==> src/rtl/euclidean_mst_length_top_macros.svh <==
// assertion macros shared by the euclidean mst length rtl
// expects signals named clk and rst in the including module
`ifndef EUCLIDEAN_MST_LENGTH_TOP_MACROS_SVH
`define EUCLIDEAN_MST_LENGTH_TOP_MACROS_SVH
// same-cycle implication
`define EMSTL_ASSERT_IMPL(lbl, ante, cons, msg) \
  lbl: assert property (@(posedge clk) disable iff (rst) (ante) |-> (cons)) else $error(msg);
// next-cycle implication
`define EMSTL_ASSERT_NEXT(lbl, ante, cons, msg) \
  lbl: assert property (@(posedge clk) disable iff (rst) (ante) |=> (cons)) else $error(msg);
`endif

==> src/rtl/emstl_pkg.sv <==
// types, constants and control structs for the euclidean mst length block
// no dependencies
package emstl_pkg;
  localparam int MAX_POINTS = 64;
  localparam int FRAC_BITS  = 8;
  localparam int IDX_W      = $clog2(MAX_POINTS);
  localparam int COUNT_W    = $clog2(MAX_POINTS + 1);
  localparam int COORD_W    = 16;
  localparam int SQ_W       = 2 * COORD_W;
  localparam int D2_W       = SQ_W + 1;
  localparam int ROOT_W     = (D2_W + 2 * FRAC_BITS + 1) / 2;
  localparam int REM_W      = ROOT_W + 3;
  localparam int STEP_W     = $clog2(ROOT_W + 1);
  localparam int LEN_W      = 32;
  localparam int TOTAL_W    = 7;

  typedef struct packed {
    logic signed [COORD_W-1:0] point_x;
    logic signed [COORD_W-1:0] point_y;
    logic                      last_point;
  } point_t;

  typedef struct packed {
    logic [LEN_W-1:0]   tree_length;
    logic [TOTAL_W-1:0] point_total;
  } result_t;

  typedef struct packed {
    logic load;       // store an accepted point
    logic rd_sel_u;   // read address is the newly joined point
    logic cap_u;      // capture joined point coordinates
    logic scan_clr;   // restart the scan
    logic calc_diff;
    logic calc_sq;
    logic upd;        // distance update for scan index
    logic tree_init;
    logic add_tree;   // join best point, start root
    logic acc_add;
    logic out_set;
  } cmd_t;

  typedef struct packed {
    logic n_one;
    logic j_last;
    logic edges_done;
    logic root_done;
    logic out_busy;
  } status_t;
endpackage

==> src/rtl/emstl_ctrl.sv <==
// controller: sequences loading, prim scan, root and result hand-off
// depends on emstl_pkg and the macro header
`include "euclidean_mst_length_top_macros.svh"
module emstl_ctrl (
  input  logic               clk,
  input  logic               rst,
  input  logic               point_valid,
  input  logic               last,
  output logic               point_stall,
  input  emstl_pkg::status_t st,
  output emstl_pkg::cmd_t    cmd
);
  localparam logic [3:0] S_LOAD  = 4'd0;
  localparam logic [3:0] S_CHECK = 4'd1;
  localparam logic [3:0] S_URD   = 4'd2;
  localparam logic [3:0] S_UCAP  = 4'd3;
  localparam logic [3:0] S_RD    = 4'd4;
  localparam logic [3:0] S_DIFF  = 4'd5;
  localparam logic [3:0] S_SQ    = 4'd6;
  localparam logic [3:0] S_UPD   = 4'd7;
  localparam logic [3:0] S_ADD   = 4'd8;
  localparam logic [3:0] S_ROOT  = 4'd9;
  localparam logic [3:0] S_OUT   = 4'd10;

  logic [3:0] state, state_next;
  logic       accept;

  assign point_stall = state != S_LOAD;
  assign accept      = point_valid && !point_stall;

  // next state and commands
  always_comb begin
    state_next = state;
    cmd        = '0;
    cmd.load   = accept;
    case (state)
      S_LOAD: begin
        if (accept && last) state_next = S_CHECK;
      end
      S_CHECK: begin
        if (st.n_one) begin
          state_next = S_OUT;
        end else begin
          cmd.tree_init = 1'b1;
          state_next    = S_URD;
        end
      end
      S_URD: begin
        cmd.rd_sel_u = 1'b1;
        state_next   = S_UCAP;
      end
      S_UCAP: begin
        cmd.cap_u    = 1'b1;
        cmd.scan_clr = 1'b1;
        state_next   = S_RD;
      end
      S_RD:   state_next = S_DIFF;
      S_DIFF: begin
        cmd.calc_diff = 1'b1;
        state_next    = S_SQ;
      end
      S_SQ: begin
        cmd.calc_sq = 1'b1;
        state_next  = S_UPD;
      end
      S_UPD: begin
        cmd.upd    = 1'b1;
        state_next = st.j_last ? S_ADD : S_RD;
      end
      S_ADD: begin
        cmd.add_tree = 1'b1;
        state_next   = S_ROOT;
      end
      S_ROOT: begin
        if (st.root_done) begin
          cmd.acc_add = 1'b1;
          state_next  = st.edges_done ? S_OUT : S_URD;
        end
      end
      S_OUT: begin
        if (!st.out_busy) begin
          cmd.out_set = 1'b1;
          state_next  = S_LOAD;
        end
      end
      default: state_next = S_LOAD;
    endcase
  end

  always_ff @(posedge clk) begin
    if (rst) begin
      state <= S_LOAD;
    end else begin
      state <= state_next;
    end
  end

  `EMSTL_ASSERT_NEXT(a_upd_add, state == S_UPD && st.j_last, state == S_ADD, "scan end missed")
  `EMSTL_ASSERT_IMPL(a_out_free, cmd.out_set, !st.out_busy, "result overwritten")
  `EMSTL_ASSERT_IMPL(a_add_edges, state == S_ADD, !st.edges_done, "too many tree edges")
endmodule

==> config.mk <==
export PLATFORM = sky130hd
export DESIGN_NAME = emstl_ctrl
export DESIGN_NICKNAME = d
export VERILOG_FILES = /design/src/rtl/emstl_pkg.sv /design/src/rtl/emstl_ctrl.sv
export VERILOG_INCLUDE_DIRS = /design/src /design/src/rtl
export SDC_FILE = /design/constraint.sdc
export NUM_CORES = 1
export LEC_CHECK = 0
export BUFFER_PORTS_ARGS = -buffer_cell sky130_fd_sc_hd__buf_4
export CORE_AREA = 2 2 39 41
export DETAILED_ROUTE_END_ITERATION = 8
export DIE_AREA = 0 0 41 43
export GPL_ROUTABILITY_DRIVEN = 0
export HOLD_SLACK_MARGIN = 0.02
export SLEW_MARGIN = 20
export SYNTH_ARGS = -nofsm -noshare
export SYNTH_HDL_FRONTEND = slang
export SYNTH_SLANG_ARGS = --single-unit
==> constraint.sdc <==
create_clock -name clk -period 1.85 [get_ports clk]
set_clock_uncertainty 0.1 [all_clocks]
set_input_delay 0.37 -clock clk [delete_from_list [all_inputs] [get_ports clk]]
set_output_delay 0.37 -clock clk [all_outputs]
set_load 0.05 [all_outputs]
Word-level counts from Yosys, hierarchy flattened
Index checks and enable logic that the tools add are counted.
- bits in registers: 4
- bits in latches: 0
- memory bits (writable): 0
- ROM bits: 0
- bits of input ports: 9
- output and inout bits: 12
- word-level logic and storage cells: 39
- memories kept: 0
- add/sub/neg operators: 0
- $mul: 0
- divide/modulo/power cells: 0
- magnitude comparators: 0
- eq/ne operators: 13
- shift-type cells: 0
- multiplexer cells: 19
- bitwise logic cells: 0
- reduce and logical (&&, ||, !) cells: 6
- operators with widths (cell ; number):
    case mux 4 bit (11 select lines) ; 1
    2-to-1 mux 4 bit ; 6
    == test 4 x 3 -> 1 bit (second input constant) ; 4
    == test 4 bit (second input constant) ; 3
    2-to-1 mux 1 bit ; 11
    == test 4 x 2 -> 1 bit (second input constant) ; 2
    inequality test 2 bit (second input constant) ; 3
    == test 4 x 1 -> 1 bit (second input constant) ; 1
    logical NOT 4 bit ; 1
    nonzero test 4 bit ; 1
    AND reduction 3 bit ; 1
    logical AND 1 bit ; 2
    2-to-1 mux 2 bit ; 1
    logical NOT 1 bit ; 1

Depth between registers and ports, before layout
Gate-level depths: netlist of run 1.
- depth after elaboration: 6
- gate-level depth with buffers: 4
- gate-level depth less buffers: 3

Worst setup path after synthesis of run 1
Ideal clock, no wire load.
- path type: flip-flop to output port
- from: register state[2]
- to: output port cmd[3] (netlist name)
- arrival: 2.103 ns
- required time: 1.380 ns
- slack: -0.723 ns
- cell stages (with the launch flop): 4
- buffers on the path: 1
- cells stage by stage: dfxtp_1 > clkbuf_1 > nand2b_1 > nor4_1
- RTL lines (what ; RTL line ; RTL):
    start: declaration ; emstl_ctrl.sv:25 ; logic [3:0] state, state_next;
    start signal: assignment ; emstl_ctrl.sv:94 ; state <= state_next;
    end: declaration ; emstl_ctrl.sv:11 ; output emstl_pkg::cmd_t cmd

==> flow_metrics.tcl, run 1 <==
set metrics [dict create \
    grt_start_max_net_pins 13 \
    setup_tns_ns 0 \
    slew_headroom_pct 82.25 \
    cap_violations 0 \
    top_regs "state: 4 flops" \
    row_count 14 \
    cellPowerDensity_nw_per_um2 718.1 \
    synth_edf_count 0 \
    finalHoldViolations 0 \
    cp-start-kind "flop" \
    end_kind "output pin" \
    dpl.cell_count 81 \
    critPathKind "flop to output pin" \
    insertion_delay_ns 0.23 \
    numCtsBuffers 3 \
    synthArstFlopShare_pct 0 \
    synth_xor_area_share_pct 0 \
    synth_top_family_by_area "simple AND/OR/NAND/NOR gates" \
    cts.hold.buffers_added 0 \
    layout-drive-gt1-share_pct 54.41 \
    fillers 150 \
    drv_slew 0 \
    ys_ff_latch 4 \
    initial_core_util_pct 26.67 \
    vias 401 \
    worst_pin_slew_ns 0.2653 \
    synth_area_um2 369.1 \
    max_clock_freq_mhz 568.1 \
    regMostFlops "state" \
    grt_use_total_pct 10.83 \
    synthAdderAreaFrac_pct 0 \
    antenna_left 0 \
    io_pins 21 \
    diodes 0 \
    instances_no_fill 84 \
    r2r_slack_ns 0.49 \
    yosysSeqAreaShare_pct 21.69 \
    largest_register_ffs 4 \
    clk_root_buffer_cell "clkbuf_4" \
    drc_errors 0 \
    netlist_instances 49 \
    finalWirelength_um 946 \
    synthMuxAreaShare_pct 0 \
    cts_sinks 4 \
    synthFlopType "dfxtp_1" \
    yosysUniqueCellTypes 26 \
    fp.dieArea_um2 1763 \
    vias_per_cell 4.774 \
    cts_tree "done" \
    final_cell_mix "buf_4, nand2_1, nor2_1" \
    setup_viol 0 \
    syn_nets 58 \
    fp.dieW_um 41 \
    first_global_vias 348 \
    synthSimpleGateAreaFrac_pct 49.15 \
    period_minus_slack_ns 1.760 \
    drt_iter0_markers 8 \
    syn_avg_cell_area_um2 7.533 \
    critical_path_arrival_ns 1.29 \
    post_cts_buffers 0 \
    grt_overflow 0 \
    crit_fanout 12 \
    cts_max_level 1 \
    finalNetCount 79 \
    irDropWorstVdd_mv 0.3531 \
    layout_commonest_cell "buf_4" \
    placed_area_um2 546.8 \
    min_path_type "primary input to flop" \
    grt_pass1_wl_um 1304 \
    finalCritPeriodShare_pct 95.15 \
    outcome "finished, final reports clean" \
    areaGrowthSynthToFinish_pct 55.25 \
    antenna_found_initial 0 \
    first_pass_iters 3 \
    core_region_area_um2 1384 \
    p_leak_uw 0.0002592 \
    path_clk_slew_ns 0.04 \
    crit_required_ns 1.38 \
    fp.dieH_um 43 \
    rsz0062_at_grt "false" \
    detail_route.wl_per_cell_um 11.26 \
    synth_compound_area_share_pct 17.29 \
    clock_path_buffers 2 \
    synth_warnings 0 \
    hpwl_um 717.7 \
    fin_area_um2 573.1 \
    portBuffers 20 \
]
==> cell usage after synthesis (3+ instances only) <==
master	number	area share, %
and4b_1	3	8.1
nor2_1	5	5.1
dfxtp_1	4	22
a21oi_1	3	4.1
nand2_1	4	4.1
buf_4	3	6.1
==> worst max-delay path, cell delays in order (launching register included) <==
cell and delay (ns):
dfxtp_2 0.46, and2b_2 0.27, and2_1 0.15, buf_4 0.18
==> power breakdown <==
part / switching [uW] / total [uW] / leakage (uW) / internal [uW]
clock network: 31.2 / 103 / 0.0000138 / 72.3
logic: 117 / 188 / 0.000212 / 70.9
registers: 23.4 / 120 / 0.0000339 / 97.1
==> logic make-up after synthesis <==
logic type / Yosys count
compound gates: 9
buf+inv: 8
flops: 4
simple gates: 28
==> metrics by stage <==
| step | setup slack [ns] | hold slack, ns | power [uW] | utilization, % |
|---|---|---|---|---|
| final | 0.08973 | 0.2276 | 411.5 | 41.41 |
| after global routing | 0.02460 | 0.2348 | 435.2 | 41.41 |
| after CTS | 0.04569 | 0.2184 | 419.4 | 41.23 |
| after detailed placement | 0.1977 | 0.4778 | 307.8 | 39.51 |
| after global placement | 0.2080 | 0.4730 | 307.5 | 39.51 |
| after floorplan | -0.1929 | 0.3391 | 258.2 | - |
==> metal layers <==
metal	wire (um)	vias up	GRT usage, %
met4	0	0	8.000
met2	437	17	16.88
li1	-	211	-
met1	427	173	12.50
met3	81	0	1.571
met5	0	-	0
==> repair_timing <==
action | 4_1_cts | 5_1_grt
gates cloned | 0 | 0
gates resized for setup | 1 | 2
endpoints found under the setup margin | 3 | 3
==> worst paths after layout <==
path	cells past startpoint	to	from
worst min register to register	1	state[2]$_SDFFE_PP0P_	state[3]$_SDFFE_PP0P_
worst max-delay path	3	cmd[2]	state[1]$_SDFFE_PP0P_
worst max register to register	3	state[3]$_SDFFE_PP0P_	state[1]$_SDFFE_PP0P_
worst min-delay path	2	state[1]$_SDFFE_PP0P_	rst
==> area by class of cell <==
class | instances | area (um2) | share of cell area, %
Inverter | 2 | 7.507 | 1.310
Sequential cell | 4 | 83.83 | 14.63
Multi-Input combinational cell | 37 | 274.0 | 47.82
Tap cell | 16 | 20.02 | 3.493
Timing Repair Buffer | 22 | 165.2 | 28.82
Clock buffer | 3 | 22.52 | 3.930
(Power assumes the default switching activity.)
==> run 2: changes to the inputs <==
--- a/config.mk
+++ b/config.mk
@@ -12,6 +12,7 @@
 export DIE_AREA = 0 0 41 43
 export GPL_ROUTABILITY_DRIVEN = 0
 export HOLD_SLACK_MARGIN = 0.02
+export PLACE_DENSITY_LB_ADDON = 0.08
 export SLEW_MARGIN = 20
 export SYNTH_ARGS = -nofsm -noshare
 export SYNTH_HDL_FRONTEND = slang
==> run 2 against run 1 <==
Against the previous run:
- worst hold slack got worse by 0.0064 ns
- non-clock buffer count up 1
- clock-buffer cell count unchanged
- combinational power rose by 3%
- global-route usage grew 2.6 points
- critical endpoint unchanged
- via count increased by 2.0%
- flip-flop and latch count stayed put
- register-to-register slack about the same
==> flow_metrics.tcl, run 2 (same netlist as run 1, synthesis figures left out) <==
set metrics [dict create \
    insertion_delay_ns 0.24 \
    antenna_left 0 \
    io_pins 21 \
    areaGrowthSynthToFinish_pct 57.29 \
    initial_core_util_pct 26.67 \
    vias 409 \
    crit_fanout 12 \
    crit_required_ns 1.38 \
    seqPwrFrac_pct 28.4 \
    hp-start "rst" \
    pwr-share-comb_pct 45.8 \
    reg2reg_from "state[1]$_SDFFE_PP0P_" \
    drt_iter0_markers 1 \
    pwr-share-clk_pct 25.8 \
    layout_commonest_cell "buf_4" \
    r2r_slack_ns 0.49 \
    fp.dieH_um 43 \
    drv_slew 0 \
    min_path_type "primary input to flop" \
    top_regs "state: 4 flops" \
    period_minus_slack_ns 1.767 \
    portBuffers 20 \
    grt_start_max_net_pins 13 \
    instances_no_fill 85 \
    cap_violations 0 \
    setup.worst_path.start "state[1]$_SDFFE_PP0P_" \
    finalCritPeriodShare_pct 95.52 \
    post-route-util_pct 41.95 \
    max_clock_freq_mhz 565.9 \
    setup_tns_ns 0 \
    detail_route.wl_per_cell_um 11.55 \
    largest_register_ffs 4 \
    numCtsBuffers 3 \
    p_sw_uw 177.7 \
    outcome "finished, final reports clean" \
    fp.dieArea_um2 1763 \
    cts.hold.buffers_added 0 \
    cellPowerDensity_nw_per_um2 729.0 \
    finalNetCount 80 \
    path_clk_slew_ns 0.04 \
    reg2reg_to "state[3]$_SDFFE_PP0P_" \
    hold_end "state[1]$_SDFFE_PP0P_" \
    worst_pin_slew_ns 0.2348 \
    fp.dieW_um 41 \
    final_cell_mix "buf_4, nand2_1, nor2_1" \
    grt_use_total_pct 13.47 \
    p_leak_uw 0.0002636 \
    setup_viol 0 \
    antenna_found_initial 0 \
    layout-drive-gt1-share_pct 55.07 \
    p_total_uw 423.2 \
    slew_headroom_pct 84.35 \
    irDropWorstVdd_mv 0.4169 \
    regMostFlops "state" \
    fin_ws_ns 0.08295 \
    first_pass_iters 2 \
    cp-start-kind "flop" \
    fillers 155 \
    rsz0062_at_grt "false" \
    rr_worst_depth 3 \
    row_count 14 \
    drc_errors 0 \
    whs_path_depth 2 \
    first_global_vias 391 \
    cts_tree "done" \
    cts_max_level 1 \
    core_region_area_um2 1384 \
    critPathKind "flop to output pin" \
    critical_path_arrival_ns 1.30 \
    vias_per_cell 4.812 \
    end_kind "output pin" \
    switching_share_pct 41.99 \
    grt_pass1_wl_um 1593 \
    dpl.cell_count 82 \
    cts_sinks 4 \
    finalWirelength_um 982 \
    finalHoldViolations 0 \
    p_int_uw 245.5 \
    grt_overflow 0 \
    diodes 0 \
    clk_root_buffer_cell "clkbuf_4" \
    clock_path_buffers 2 \
    dp_slack_ns 0.1836 \
    hpwl_um 733.6 \
]
## run 2: power by group through the flow
stage	Combinational [uW]	Sequential [uW]	Clock, uW
finish	194	120	109
global route	208	123	122
CTS	195	119	116
detailed placement	195	120	0
global placement	196	120	0
floorplan	157	102	0
## run 2: worst max path at each step
stage / endpoint / slack (ns) / depth (start not counted)
floorplan: cmd[3] / -0.19 / 3
global placement: cmd[2] / 0.20 / 3
detailed placement: cmd[2] / 0.18 / 3
CTS: cmd[1] / 0.02 / 4
global route: cmd[2] / 0.02 / 3
finish: cmd[2] / 0.08 / 3
## run 2: area by class of cell
type	instances	area [um2]	area share [%]
inverter	2	7.507	1.293
clock buffer	3	22.52	3.879
timing repair buffer	23	172.7	29.74
multi-input combinational	37	274.0	47.20
sequential	4	83.83	14.44
tap	16	20.02	3.448
## run 2: worst max-delay path, cell delays in order (launching register included)
cell and delay [ns]:
dfxtp_2 0.45, and2b_2 0.27, and2_1 0.15, buf_4 0.18
## run 2: routing by layer
metal	share of wire [%]	track usage, %
met5	0	0
met4	1.8	8.000
met3	5.6	3.141
met2	46	19.69
met1	46	17.10
## run 2: repair_timing
action,in CTS,in global routing
setup endpoints to repair,2,3
pin swaps,0,0
resized for setup,1,2
gates cloned,0,0
buffers inserted,0,0
endpoints found under the hold margin,0,0
## run 2: metrics by stage
step | hold WS (ns) | instance area, um2
2_1_floorplan | 0.3391 | 397.9
3_3_place_gp | 0.4737 | 554.3
3_5_place_dp | 0.4732 | 554.3
4_1_cts | 0.2115 | 578.1
5_1_grt | 0.2260 | 580.6
6_report | 0.2212 | 580.6
